## src/rtl/bafp_pkg.sv

```systemverilog
`timescale 1ns / 1ps

package bafp_pkg;

  localparam int PRESS_W = 19;
  localparam int TEMP_W  = 13;
  localparam int TK_W    = 14;
  localparam int ALT_W   = 32;

  // R/g times ten in Q15, and ln(2) in Q31.
  localparam int RG_W  = 24;
  localparam int LN2_W = 31;
  localparam logic [RG_W-1:0]  R_OVER_G_Q15 = 24'd9591506;
  localparam logic [LN2_W-1:0] LN2_Q31      = 31'h58B9_0BFC;

  // Kelvin offset (273.1 K) less the sensor's 40 C offset, in tenths.
  localparam logic [TK_W-1:0] KELVIN_ADJ = 14'd2331;

  typedef logic [PRESS_W-1:0] press_t;
  typedef logic [TEMP_W-1:0]  temp_t;
  typedef logic [TK_W-1:0]    temp_k10_t;
  typedef logic [ALT_W-1:0]   alt_t;

endpackage

```

## src/rtl/bafp_ifs.sv

```systemverilog
`timescale 1ns / 1ps

interface bafp_in_if;
  import bafp_pkg::*;

  logic  valid;
  logic  ready;
  press_t pressure_pa;
  temp_t  temp_raw;

  modport source (output valid, output pressure_pa, output temp_raw, input ready);
  modport sink   (input valid, input pressure_pa, input temp_raw, output ready);
endinterface

interface bafp_out_if;
  import bafp_pkg::*;

  logic valid;
  logic ready;
  alt_t altitude_cm;

  modport source (output valid, output altitude_cm, input ready);
  modport sink   (input valid, input altitude_cm, output ready);
endinterface

```

## src/rtl/baro_altitude_fixed_point_core.sv

```systemverilog
`timescale 1ns / 1ps

// Barometric altitude core. Each transaction on in_ch carries a pressure in
// pascal and a raw temperature; one transaction on out_ch returns the altitude
// in centimetres relative to the first nonzero-pressure sample, which is kept
// as the ground reference until reset. A zero pressure returns 0 and does not
// capture a reference. One 32x32 multiplier is shared by every product and a
// restoring divider forms the pressure ratio one quotient bit per cycle; the
// ratio is then normalized by single-bit shifts and its log found by repeated
// squaring before the result is loaded into the output register. A ratio that
// wraps to zero ends after the divider, and a zero pressure skips the
// arithmetic. The input is not ready while a sample is in work, but a finished
// result may wait in the output register while the next sample is accepted.
module baro_altitude_fixed_point_core #(
  parameter int FRAC_BITS = 15
) (
  input  logic        clk,
  input  logic        rst_n,
  bafp_in_if.sink     in_ch,
  bafp_out_if.source  out_ch
);
  import bafp_pkg::*;

  localparam int ZW  = FRAC_BITS + 1;
  localparam int YIW = 6;
  localparam int YW  = YIW + FRAC_BITS;
  localparam int SCW = RG_W + TK_W - FRAC_BITS;
  localparam int LNW = FRAC_BITS + 6;
  localparam int MW  = 32;
  localparam int QW  = 32;
  localparam int CW  = 5;
  localparam logic [CW-1:0] DIV_LAST = CW'(QW - 1);
  localparam logic [CW-1:0] SQR_LAST = CW'(FRAC_BITS - 1);

  localparam logic [2:0] S_IDLE  = 3'd0;
  localparam logic [2:0] S_SCALE = 3'd1;
  localparam logic [2:0] S_DIV   = 3'd2;
  localparam logic [2:0] S_NORM  = 3'd3;
  localparam logic [2:0] S_SQR   = 3'd4;
  localparam logic [2:0] S_LNM   = 3'd5;
  localparam logic [2:0] S_FINM  = 3'd6;
  localparam logic [2:0] S_DONE  = 3'd7;

  logic [2:0]      state_r, state_nxt;
  logic [CW-1:0]   cnt_r, cnt_nxt;
  press_t          ref_p_r, ref_p_nxt;
  temp_k10_t       ref_tk_r, ref_tk_nxt;
  press_t          p_r, p_nxt;
  temp_k10_t       tk_r, tk_nxt;
  logic [SCW-1:0]  scale_r, scale_nxt;
  logic [QW-1:0]   dq_r, dq_nxt;
  press_t          rem_r, rem_nxt;
  logic [YIW-1:0]  yi_r, yi_nxt;
  logic [FRAC_BITS-1:0] frac_r, frac_nxt;
  logic [ZW-1:0]   z_r, z_nxt;
  logic [LNW-1:0]  ln_r, ln_nxt;
  logic            neg_r, neg_nxt;
  alt_t            mag_r, mag_nxt;
  logic            out_valid_r, out_valid_nxt;
  alt_t            out_alt_r, out_alt_nxt;

  logic [MW-1:0]   mul_a, mul_b;
  logic [2*MW-1:0] mul_p;
  logic            in_fire;
  temp_k10_t       tk_in;
  logic [TK_W:0]   tsum;
  logic [63:0]     num_full;
  logic [PRESS_W:0] rem_sh;
  logic            div_ge;
  logic [FRAC_BITS+1:0] sq_t;
  logic [YW-1:0]   y_val, y_mag;
  logic [2*MW-1:0] ln_sum;
  logic            out_free;

  assign in_ch.ready        = (state_r == S_IDLE);
  assign out_ch.valid       = out_valid_r;
  assign out_ch.altitude_cm = out_alt_r;

  assign in_fire  = in_ch.valid && in_ch.ready;
  assign tk_in    = TK_W'(in_ch.temp_raw) + KELVIN_ADJ;
  assign tsum     = {1'b0, ref_tk_r} + {1'b0, tk_r};
  // The reference pressure is pre-scaled in a 32-bit register, so its top
  // bits wrap away when the shifted value needs more than 32 bits.
  assign num_full = {{(64 - PRESS_W){1'b0}}, ref_p_r} << (FRAC_BITS - 1);
  assign rem_sh   = {rem_r, dq_r[QW-1]};
  assign div_ge   = rem_sh >= {1'b0, p_r};
  assign sq_t     = mul_p[FRAC_BITS +: FRAC_BITS + 2];
  assign y_val    = {yi_r, frac_r};
  assign y_mag    = yi_r[YIW-1] ? YW'(~y_val + 1'b1) : y_val;
  // A negative log rounds toward minus infinity: round the magnitude up.
  assign ln_sum   = mul_p + (yi_r[YIW-1] ? 64'h0000_0000_7FFF_FFFF : 64'd0);
  assign out_free = !out_valid_r || out_ch.ready;

  // Shared multiplier.
  always_comb begin
    case (state_r)
      S_SCALE: begin
        mul_a = MW'(R_OVER_G_Q15);
        mul_b = MW'(tsum[TK_W:1]);
      end
      S_SQR: begin
        mul_a = MW'(z_r);
        mul_b = MW'(z_r);
      end
      S_LNM: begin
        mul_a = MW'(y_mag);
        mul_b = MW'(LN2_Q31);
      end
      S_FINM: begin
        mul_a = MW'(scale_r);
        mul_b = MW'(ln_r);
      end
      default: begin
        mul_a = '0;
        mul_b = '0;
      end
    endcase
  end
  assign mul_p = mul_a * mul_b;

  always_comb begin
    state_nxt     = state_r;
    cnt_nxt       = cnt_r;
    ref_p_nxt     = ref_p_r;
    ref_tk_nxt    = ref_tk_r;
    p_nxt         = p_r;
    tk_nxt        = tk_r;
    scale_nxt     = scale_r;
    dq_nxt        = dq_r;
    rem_nxt       = rem_r;
    yi_nxt        = yi_r;
    frac_nxt      = frac_r;
    z_nxt         = z_r;
    ln_nxt        = ln_r;
    neg_nxt       = neg_r;
    mag_nxt       = mag_r;
    out_valid_nxt = out_valid_r && !out_ch.ready;
    out_alt_nxt   = out_alt_r;

    case (state_r)
      S_IDLE: begin
        if (in_fire) begin
          p_nxt  = in_ch.pressure_pa;
          tk_nxt = tk_in;
          if (in_ch.pressure_pa == '0) begin
            mag_nxt   = '0;
            neg_nxt   = 1'b0;
            state_nxt = S_DONE;
          end else begin
            if (ref_p_r == '0) begin
              ref_p_nxt  = in_ch.pressure_pa;
              ref_tk_nxt = tk_in;
            end
            state_nxt = S_SCALE;
          end
        end
      end
      S_SCALE: begin
        scale_nxt = mul_p[FRAC_BITS +: SCW];
        dq_nxt    = num_full[QW-1:0];
        rem_nxt   = '0;
        cnt_nxt   = '0;
        state_nxt = S_DIV;
      end
      S_DIV: begin
        rem_nxt = div_ge ? PRESS_W'(rem_sh - {1'b0, p_r}) : rem_sh[PRESS_W-1:0];
        cnt_nxt = cnt_r + 1'b1;
        if (cnt_r == DIV_LAST) begin
          // Final quotient bit, then the extra doubling of the ratio.
          dq_nxt = {dq_r[QW-3:0], div_ge, 1'b0};
          yi_nxt = '0;
          if ({dq_r[QW-3:0], div_ge} == '0) begin
            mag_nxt   = '0;
            neg_nxt   = 1'b0;
            state_nxt = S_DONE;
          end else begin
            state_nxt = S_NORM;
          end
        end else begin
          dq_nxt = {dq_r[QW-2:0], div_ge};
        end
      end
      S_NORM: begin
        if (dq_r[QW-1:FRAC_BITS] == '0) begin
          dq_nxt = {dq_r[QW-2:0], 1'b0};
          yi_nxt = yi_r - 1'b1;
        end else if (|dq_r[QW-1:FRAC_BITS+1]) begin
          dq_nxt = {1'b0, dq_r[QW-1:1]};
          yi_nxt = yi_r + 1'b1;
        end else begin
          z_nxt     = dq_r[ZW-1:0];
          frac_nxt  = '0;
          cnt_nxt   = '0;
          state_nxt = S_SQR;
        end
      end
      S_SQR: begin
        // Squaring doubles the log; a square of two or more yields a one bit.
        if (sq_t[FRAC_BITS+1]) begin
          z_nxt    = sq_t[FRAC_BITS+1:1];
          frac_nxt = {frac_r[FRAC_BITS-2:0], 1'b1};
        end else begin
          z_nxt    = sq_t[FRAC_BITS:0];
          frac_nxt = {frac_r[FRAC_BITS-2:0], 1'b0};
        end
        cnt_nxt = cnt_r + 1'b1;
        if (cnt_r == SQR_LAST) begin
          state_nxt = S_LNM;
        end
      end
      S_LNM: begin
        ln_nxt    = ln_sum[31 +: LNW];
        neg_nxt   = yi_r[YIW-1];
        state_nxt = S_FINM;
      end
      S_FINM: begin
        mag_nxt   = mul_p[FRAC_BITS +: ALT_W];
        state_nxt = S_DONE;
      end
      S_DONE: begin
        if (out_free) begin
          out_alt_nxt   = neg_r ? ALT_W'(~mag_r + 1'b1) : mag_r;
          out_valid_nxt = 1'b1;
          state_nxt     = S_IDLE;
        end
      end
      default: begin
        state_nxt = S_IDLE;
      end
    endcase
  end

  always_ff @(posedge clk) begin
    if (!rst_n) begin
      state_r     <= S_IDLE;
      cnt_r       <= '0;
      ref_p_r     <= '0;
      ref_tk_r    <= '0;
      out_valid_r <= 1'b0;
    end else begin
      state_r     <= state_nxt;
      cnt_r       <= cnt_nxt;
      ref_p_r     <= ref_p_nxt;
      ref_tk_r    <= ref_tk_nxt;
      out_valid_r <= out_valid_nxt;
    end
  end

  always_ff @(posedge clk) begin
    p_r       <= p_nxt;
    tk_r      <= tk_nxt;
    scale_r   <= scale_nxt;
    dq_r      <= dq_nxt;
    rem_r     <= rem_nxt;
    yi_r      <= yi_nxt;
    frac_r    <= frac_nxt;
    z_r       <= z_nxt;
    ln_r      <= ln_nxt;
    neg_r     <= neg_nxt;
    mag_r     <= mag_nxt;
    out_alt_r <= out_alt_nxt;
  end

endmodule

```

## src/flat_wrapper.sv

```systemverilog
// flat-port wrapper written by rule: the top's interface ports become plain ports
module baro_altitude_fixed_point_core_flat import bafp_pkg::*;
#(
  parameter int FRAC_BITS = 15
)
  (clk, rst_n, in_ch_valid, in_ch_pressure_pa, in_ch_temp_raw, in_ch_ready, out_ch_valid, out_ch_altitude_cm, out_ch_ready);
  bafp_in_if in_ch_i ();
  bafp_out_if out_ch_i ();
  input  logic clk;
  input  logic rst_n;
  input wire logic [$bits(in_ch_i.valid)-1:0] in_ch_valid;
  input wire logic [$bits(in_ch_i.pressure_pa)-1:0] in_ch_pressure_pa;
  input wire logic [$bits(in_ch_i.temp_raw)-1:0] in_ch_temp_raw;
  output wire logic [$bits(in_ch_i.ready)-1:0] in_ch_ready;
  output wire logic [$bits(out_ch_i.valid)-1:0] out_ch_valid;
  output wire logic [$bits(out_ch_i.altitude_cm)-1:0] out_ch_altitude_cm;
  input wire logic [$bits(out_ch_i.ready)-1:0] out_ch_ready;
  assign in_ch_i.valid = in_ch_valid;
  assign in_ch_i.pressure_pa = in_ch_pressure_pa;
  assign in_ch_i.temp_raw = in_ch_temp_raw;
  assign in_ch_ready = in_ch_i.ready;
  assign out_ch_valid = out_ch_i.valid;
  assign out_ch_altitude_cm = out_ch_i.altitude_cm;
  assign out_ch_i.ready = out_ch_ready;
  baro_altitude_fixed_point_core #(.FRAC_BITS(FRAC_BITS)) u_core (.clk(clk), .rst_n(rst_n), .in_ch(in_ch_i), .out_ch(out_ch_i));
endmodule
```

## config.mk

```make
export PLATFORM = sky130hd
export DESIGN_NAME = baro_altitude_fixed_point_core_flat
export DESIGN_NICKNAME = d
export VERILOG_FILES = /design/src/rtl/bafp_pkg.sv /design/src/rtl/bafp_ifs.sv /design/src/rtl/baro_altitude_fixed_point_core.sv /design/src/flat_wrapper.sv
export SDC_FILE = /design/constraint.sdc
export NUM_CORES = 2
export LEC_CHECK = 0
export ABC_AREA = 1
export BUFFER_PORTS_ARGS = -buffer_cell sky130_fd_sc_hd__buf_2
export CAP_MARGIN = 20
export CORE_MARGIN = 1
export CORE_UTILIZATION = 60
export CTS_CLUSTER_DIAMETER = 200
export DETAILED_ROUTE_END_ITERATION = 8
export PLACE_DENSITY = 0.77
export SYNTH_ARGS = -nofsm -noshare
export SYNTH_HDL_FRONTEND = slang
export SYNTH_SLANG_ARGS = --single-unit
```

## constraint.sdc

```tcl
create_clock -name clk -period 12.1 [get_ports clk]
set_clock_uncertainty 0.1 [all_clocks]
set_input_delay 1.815 -clock clk [delete_from_list [all_inputs] [get_ports clk]]
set_output_delay 1.815 -clock clk [all_outputs]
set_load 0.03 [all_outputs]
```

After elaboration in Yosys (flattened, before gate mapping) --
Cells that the tools add are included.
Storage, ports and cells: bits of input ports 36, register bits after elaboration 272, logic and storage cells 125, output and inout bits 34
Operators by class: equality and inequality tests 18, reductions and logical operators 29, $mul 1, add/subtract/negate cells 9, magnitude comparators 1, bitwise logic cells 3, multiplexer cells 47
Operators by type and width (count):
- $mux W32 | 8
- $pmux W32 S3 | 2
- $pmux W31 S4 | 1
- $pmux W24 S4 | 1
- $add A52 B52 Y52 | 1
- $mul A24 B31 Y52 | 1
- $mux W16 | 3
- $logic_not A19 Y1 | 2
- $pmux W19 S2 | 1
- $add A32 B1 Y32 const B | 1
- $not A32 Y32 | 1
- $pmux W16 S2 | 1
- $logic_not A31 Y1 | 1
- $mux W31 | 1
- $mux W15 | 2
- $pmux W15 S2 | 1
- $mux W3 | 8
- $pmux W3 S8 | 1
- $add A21 B1 Y21 const B | 1
- $mux W21 | 1
- $not A21 Y21 | 1
- $ge A20 B19 Y1 | 1
- $mux W19 | 1
- $sub A19 B19 Y19 | 1
- 34 further kinds | 65

Longest topological paths before layout --
depth after elaboration 7, depth in mapped cells 56

Least setup slack after synthesis --
OpenSTA, ideal clock, no wires.
path kind register -> register, from register u_core.yi_r[5], to register u_core.ln_r[17], data pin, arrival 8.731 ns, slack 3.020 ns, library setup time 0.249 ns, cell stages (with the launch flop) 39, period minus slack after synthesis 9.080 ns, cells stage by stage edfxtp_1 > clkinv_1 > or2_2 > a21oi_1 > nor3_4 > inv_1 > buf_2 > nand2_1 > fa_1 > fa_1 > inv_1 > fa_1 > fa_1 > fa_1 > fa_1 > inv_1 > fa_1 > inv_1 > (+3 left out) > nand2_1 > nor2_1 > nand2_1 > nand3_1 > xor2_1 > ha_1 > a21oi_1 > o21ai_0 > a21oi_1 > a21boi_0 > nand2_2 > buf_6 > nand2_1 > nor2_2 > nand2_1 > nand2_1 > nand2_1 > inv_1
On the way: cells in the longest elaborated chain, start to end 6
RTL lines:
- start: declaration | RTL line baro_altitude_fixed_point_core.sv:53 | logic [YIW-1:0] yi_r, yi_nxt;
- start signal: assignment | RTL line baro_altitude_fixed_point_core.sv:255 | yi_r <= yi_nxt;
- $not A21 Y21 | RTL line baro_altitude_fixed_point_core.sv:89 | assign y_mag = yi_r[YIW-1] ? YW'(~y_val + 1'b1) : y_val;
- $add A21 B1 Y21 | RTL line baro_altitude_fixed_point_core.sv:89
- $mux W21 * | RTL line baro_altitude_fixed_point_core.sv:89
- $pmux W24 S4 * | RTL line baro_altitude_fixed_point_core.sv:96 | case (state_r)
- $mul A24 B31 Y52 * | RTL line baro_altitude_fixed_point_core.sv:119 | assign mul_p = mul_a * mul_b;
- via u_core.mul_p[28] | RTL line baro_altitude_fixed_point_core.sv:63 | logic [2*MW-1:0] mul_p;
- $add A52 B52 Y52 * | RTL line baro_altitude_fixed_point_core.sv:91 | assign ln_sum = mul_p + (yi_r[YIW-1] ? 64'h0000_0000_7FFF_FFFF : 64'd0);
- via u_core.ln_sum[48] | RTL line baro_altitude_fixed_point_core.sv:72 | logic [2*MW-1:0] ln_sum;
- end signal: assignment | RTL line baro_altitude_fixed_point_core.sv:258 | ln_r <= ln_nxt;
- end: declaration | RTL line baro_altitude_fixed_point_core.sv:56 | logic [LNW-1:0] ln_r, ln_nxt;
The timed path passes the listed nets; every way through them passes the cells marked *. A chain may end at the register's enable or synchronous reset.

Worst setup path after layout --
from register u_core.state_r[2], to register u_core.ln_r[19], data pin
On the way: cells in the longest elaborated chain, start to end 4
RTL lines:
- start: declaration | RTL line baro_altitude_fixed_point_core.sv:44 | logic [2:0] state_r, state_nxt;
- start signal: assignment | RTL line baro_altitude_fixed_point_core.sv:241 | state_r <= state_nxt;
- $eq A3 B3 Y1 or $eq A3 B1 Y1 (tied branches) | RTL line baro_altitude_fixed_point_core.sv:96
- $pmux W24 S4 or $pmux W31 S4 (tied branches) | RTL line baro_altitude_fixed_point_core.sv:96
- $mul A24 B31 Y52 * | RTL line baro_altitude_fixed_point_core.sv:119
- via u_core.mul_p[29] | RTL line baro_altitude_fixed_point_core.sv:63
- $add A52 B52 Y52 * | RTL line baro_altitude_fixed_point_core.sv:91
- via u_core.ln_sum[50] | RTL line baro_altitude_fixed_point_core.sv:72
Marks and branches as above.

==> flow_results.org <==
** Clock tree
- In this run the post-CTS setup repair buffer count came out at 0.
- Worst-Skew Late Latency :: a little over 0.6 ns
- Counting the buffers created by CTS gives 30.
- Count of clock tree sinks :: around 270
- Gates resized during post-CTS repair numbered 0.
- Counting along the longest clock path gives a buffer depth of 3.
- Clk pin slew, worst setup/hold paths :: approximately 0.06 ns
- In this run the number of H-tree levels came out at 1.
- Clock tree from TritonCTS :: built
- Hold-fix buffers at CTS :: 0
- Root Driver :: sky130_fd_sc_hd__clkbuf_16

** Synthesis
- The cell area that synthesis handed to floorplanning was 37700 um^2.
- Cell type with the highest aggregate area in the netlist :: sky130_fd_sc_hd__fa_1
- Yosys printed 0 warnings.
- Fraction of post-synthesis cell area in the top cell type by area :: 0.276
- Synthesized area divided by synthesized cell count :: ~8 um^2
- Post-synth EDFFs :: between 200 and 250
- Synthesis inferred about 270 register bits.
- Sorting the synthesized cells by area gives the leading types as sky130_fd_sc_hd__fa_1, sky130_fd_sc_hd__edfxtp_1, sky130_fd_sc_hd__inv_1.
- The synthesized netlist contains 56 unique library cells.
- For this run, the leading register cell type out of synthesis is sky130_fd_sc_hd__edfxtp_1.
- Synthesis produced around 4700 cells.
- The share of the Yosys chip area taken by registers is 0.206.
- Async S/R FF share, synth :: 0

** Worst setup path
- By startpoint and endpoint, the worst setup path is classified as flip-flop to flip-flop.
- Counting stages on the worst path, the most repeated cell is sky130_fd_sc_hd__nand2_1.
- STA classifies the critical path startpoint as a flip-flop.
- Number of buffers and inverters on the critical path :: 12
- At the worst endpoint, the arrival time is about 11 ns.
- For this design, the slowest cell found on the critical path is sky130_fd_sc_hd__nand3_1.
- Type of destination of the critical path :: flip-flop
- Critical path peak fanout :: 32
- Required time of the critical path :: 12.33 ns
- The largest single stage delay on the critical path is about 0.8 ns.
- In this design, the largest share of critical-path delay is due to adder cells.
- Worst reg-to-reg setup slack :: around 1.1 ns

** Run status
- The flow ran to the end, and the final reports show no timing, DRC or antenna violations.

** Routing
- Using the TritonRoute via totals, the vias-per-cell ratio works out to between 5 and 6.
- The first detailed-routing pass ran for 6 iterations.
- Number of nets still failing antenna checks after routing :: 0
- Detailed-route via count :: around 31000
- WL/cell :: about 20 um
- Routed Wire Length :: about 110 mm
- For this block, the initial DRC count from the detailed router was roughly 2900.
- After detailed routing, the number of remaining DRC violations is 0.

** STA
- The final count of hold timing violations is 0.
- Worst Max-Slew Pin Slew :: 1.24 ns
- For the finished layout, the period the worst path requires is 11.00 ns.
- Period utilization :: 0.909
- Setup repair after global routing missed its margin :: no
- Headroom to the max-slew limit came out at 0.171.
- Final-report setup violation count :: 0
- Final slew viol count :: 0
- Achievable clock frequency :: roughly 90 MHz
- Final total negative setup slack :: 0 ns

** Power and ir drop
- Net Switching :: between 0.003 and 0.004 W
- The analysis attributes to cell leakage a power of 20.5 nW.
- Power spread over the standard cell area amounts to 187 nW/um^2.
- Net switching share of the total power :: 0.525
- Peak supply drop :: 0.169 mV
- Power share of the clock group :: 0.136
- Comb power frac :: 0.653
- Internal Dissipation :: 0.00358 W
- The share of total power dissipated in sequential elements is 0.211.

** Final layout
- Leaving out fill and tap cells, the most frequent cell in the layout is sky130_fd_sc_hd__inv_1.
- Layout area overhead :: 6.94%
- Commonest cells after routing, fill and taps aside :: sky130_fd_sc_hd__inv_1, sky130_fd_sc_hd__nand2_1, sky130_fd_sc_hd__fa_1
- Of the cells placed in the final design, the portion with a size suffix greater than 1 is 0.0689.
- Final core utilization :: 0.652
- Nets :: about 5600
- Fillcell total :: ~5300

** Floorplanning
- In this run the standard cell core region covers roughly 62000 um^2.
- The initial utilization of the core area, before any placement, comes to 0.610.
- Pin placement for this block handled 70 I/O pins.
- Vertical extent of the die :: approximately 250 um
- Die Outline Area :: between 60000 and 70000 um^2
- Number of rows in the core area :: between 90 and 100
- Die width :: about 250 um

** GRT
- Across every metal layer, demand over resource in global routing totals 0.370.
- Entering global routing, the biggest net connects 45 pins.
- Via count of the first global-routing pass :: 31306
- The initial antenna violation count came to 2.
- The total overflow left after global routing is 0.
- Global-route wire length before repair :: around 180 mm

** Placement
- At the end of routability-driven placement, the weighted congestion stood at between 1 and 1.5.
- I/O Buffers :: between 60 and 70
- Once detailed placement completed, the half-perimeter wirelength came to roughly 94 mm.

** Hold path
- In this run the worst hold path is classified as flip-flop to flip-flop.

** Flow run
- Across the run, the number of max-cap violations was 0.
-- synthesized netlist by cell type (32+ instances only) --
cell                          n
sky130_fd_sc_hd__a21oi_1    196
sky130_fd_sc_hd__edfxtp_1   230
sky130_fd_sc_hd__nor2_2      34
sky130_fd_sc_hd__nand3_1     98
sky130_fd_sc_hd__inv_2       33
sky130_fd_sc_hd__fa_1       519
sky130_fd_sc_hd__nor2_1     419
sky130_fd_sc_hd__nor3_1      38
sky130_fd_sc_hd__nand4_1     42
sky130_fd_sc_hd__nand2_1   1045
sky130_fd_sc_hd__o221ai_1    32
sky130_fd_sc_hd__buf_2       65
sky130_fd_sc_hd__nand2_2     32
sky130_fd_sc_hd__ha_1       293
sky130_fd_sc_hd__inv_1     1131
sky130_fd_sc_hd__o21ai_0    160
sky130_fd_sc_hd__dfxtp_1     42
sky130_fd_sc_hd__clkbuf_1    36
sky130_fd_sc_hd__xor2_1      66
-- power groups by stage --
stage / clock, W / sequential [W] / combinational, W
6_report: 0.00102 / 0.00159 / 0.00493
4_1_cts: 0.00102 / 0.00159 / 0.00480
5_1_grt: 0.00106 / 0.00162 / 0.00535
3_3_place_gp: 0 / 0.00160 / 0.00470
2_1_floorplan: 0 / 0.00156 / 0.00308
3_5_place_dp: 0 / 0.00161 / 0.00473
-- worst reg2reg max path, delay by kind of cell, from the launching register on --
family	cells	cell delay (ns)
fa+ha+maj	9	4.22
buf+inv	12	1.59
flops	1	0.60
simple gates	19	3.31
xor+xnor	1	0.54
compound gates	3	0.40
-- worst paths after layout --
| check | start | to | cells after the start |
|---|---|---|---|
| worst min-delay path | u_core.mag_r[0] | u_core.out_ch.altitude_cm[0] | 0 |
| worst min register to register | u_core.mag_r[0] | u_core.out_ch.altitude_cm[0] | 0 |
| worst max register to register | u_core.state_r[2] | u_core.ln_r[19] | 44 |
| worst max-delay path | u_core.state_r[2] | u_core.ln_r[19] | 44 |
-- kinds of logic after synthesis --
| family | synth area share |
|---|---|
| other | 0.000199 |
| adder cells (fa/ha/maj) | 0.373 |
| flip-flops | 0.206 |
| XOR/XNOR | 0.0225 |
| AO/OA/AOI/OAI | 0.0687 |
| buffers and inverters | 0.132 |
| AND/OR/NAND/NOR | 0.197 |
| multiplexers | 0.000531 |
-- registers in the layout, summed over array words and instances (netlist names) --
name                       flops
u_core.dq_r                   32
u_core.mag_r                  32
u_core.out_ch.altitude_cm     32
u_core.scale_r                23
u_core.ln_r                   21
u_core.p_r                    19
u_core.ref_p_r                19
u_core.rem_r                  19
u_core.z_r                    16
u_core.frac_r                 15
u_core.ref_tk_r               14
u_core.tk_r                   14
u_core.yi_r                    6
u_core.cnt_r                   5
u_core.state_r                 3
u_core.neg_r                   1
u_core.out_ch.valid            1
-- metal layers --
layer  up-vias  GRT usage  part of all wire
li1      14467          -                 -
met2      1546      0.581              0.44
met5         -          0                 0
met3       319     0.0743             0.099
met4         0      0.162             0.052
met1     15033      0.499              0.40
-- area by class of cell --
cell class                      instances  area (um^2)  area share
Antenna cell                            1         2.50   0.0000621
Sequential cell                       272         7750       0.192
Clock inverter                         22          340     0.00844
Clock buffer                           34          766      0.0190
Timing Repair Buffer                  138          903      0.0224
Multi-Input combinational cell       3161        25100       0.622
Tap cell                              837         1050      0.0260
Inverter                             1178         4420       0.110
-- stage by stage --
step | worst slack [ns] | total power [W] | cells | cell area [um^2] | hold slack [ns]
2_1_floorplan | 3.02 | 0.00464 | 4728 | 37700 | 0.326
3_3_place_gp | 1.54 | 0.00630 | 5583 | 39100 | 0.350
3_5_place_dp | 1.45 | 0.00634 | 5583 | 39100 | 0.333
4_1_cts | 1.30 | 0.00741 | 5639 | 40200 | 0.367
5_1_grt | 0.622 | 0.00803 | 5642 | 40300 | 0.380
6_report | 1.10 | 0.00754 | 5643 | 40300 | 0.367
Power figures use the tool's default switching activity.
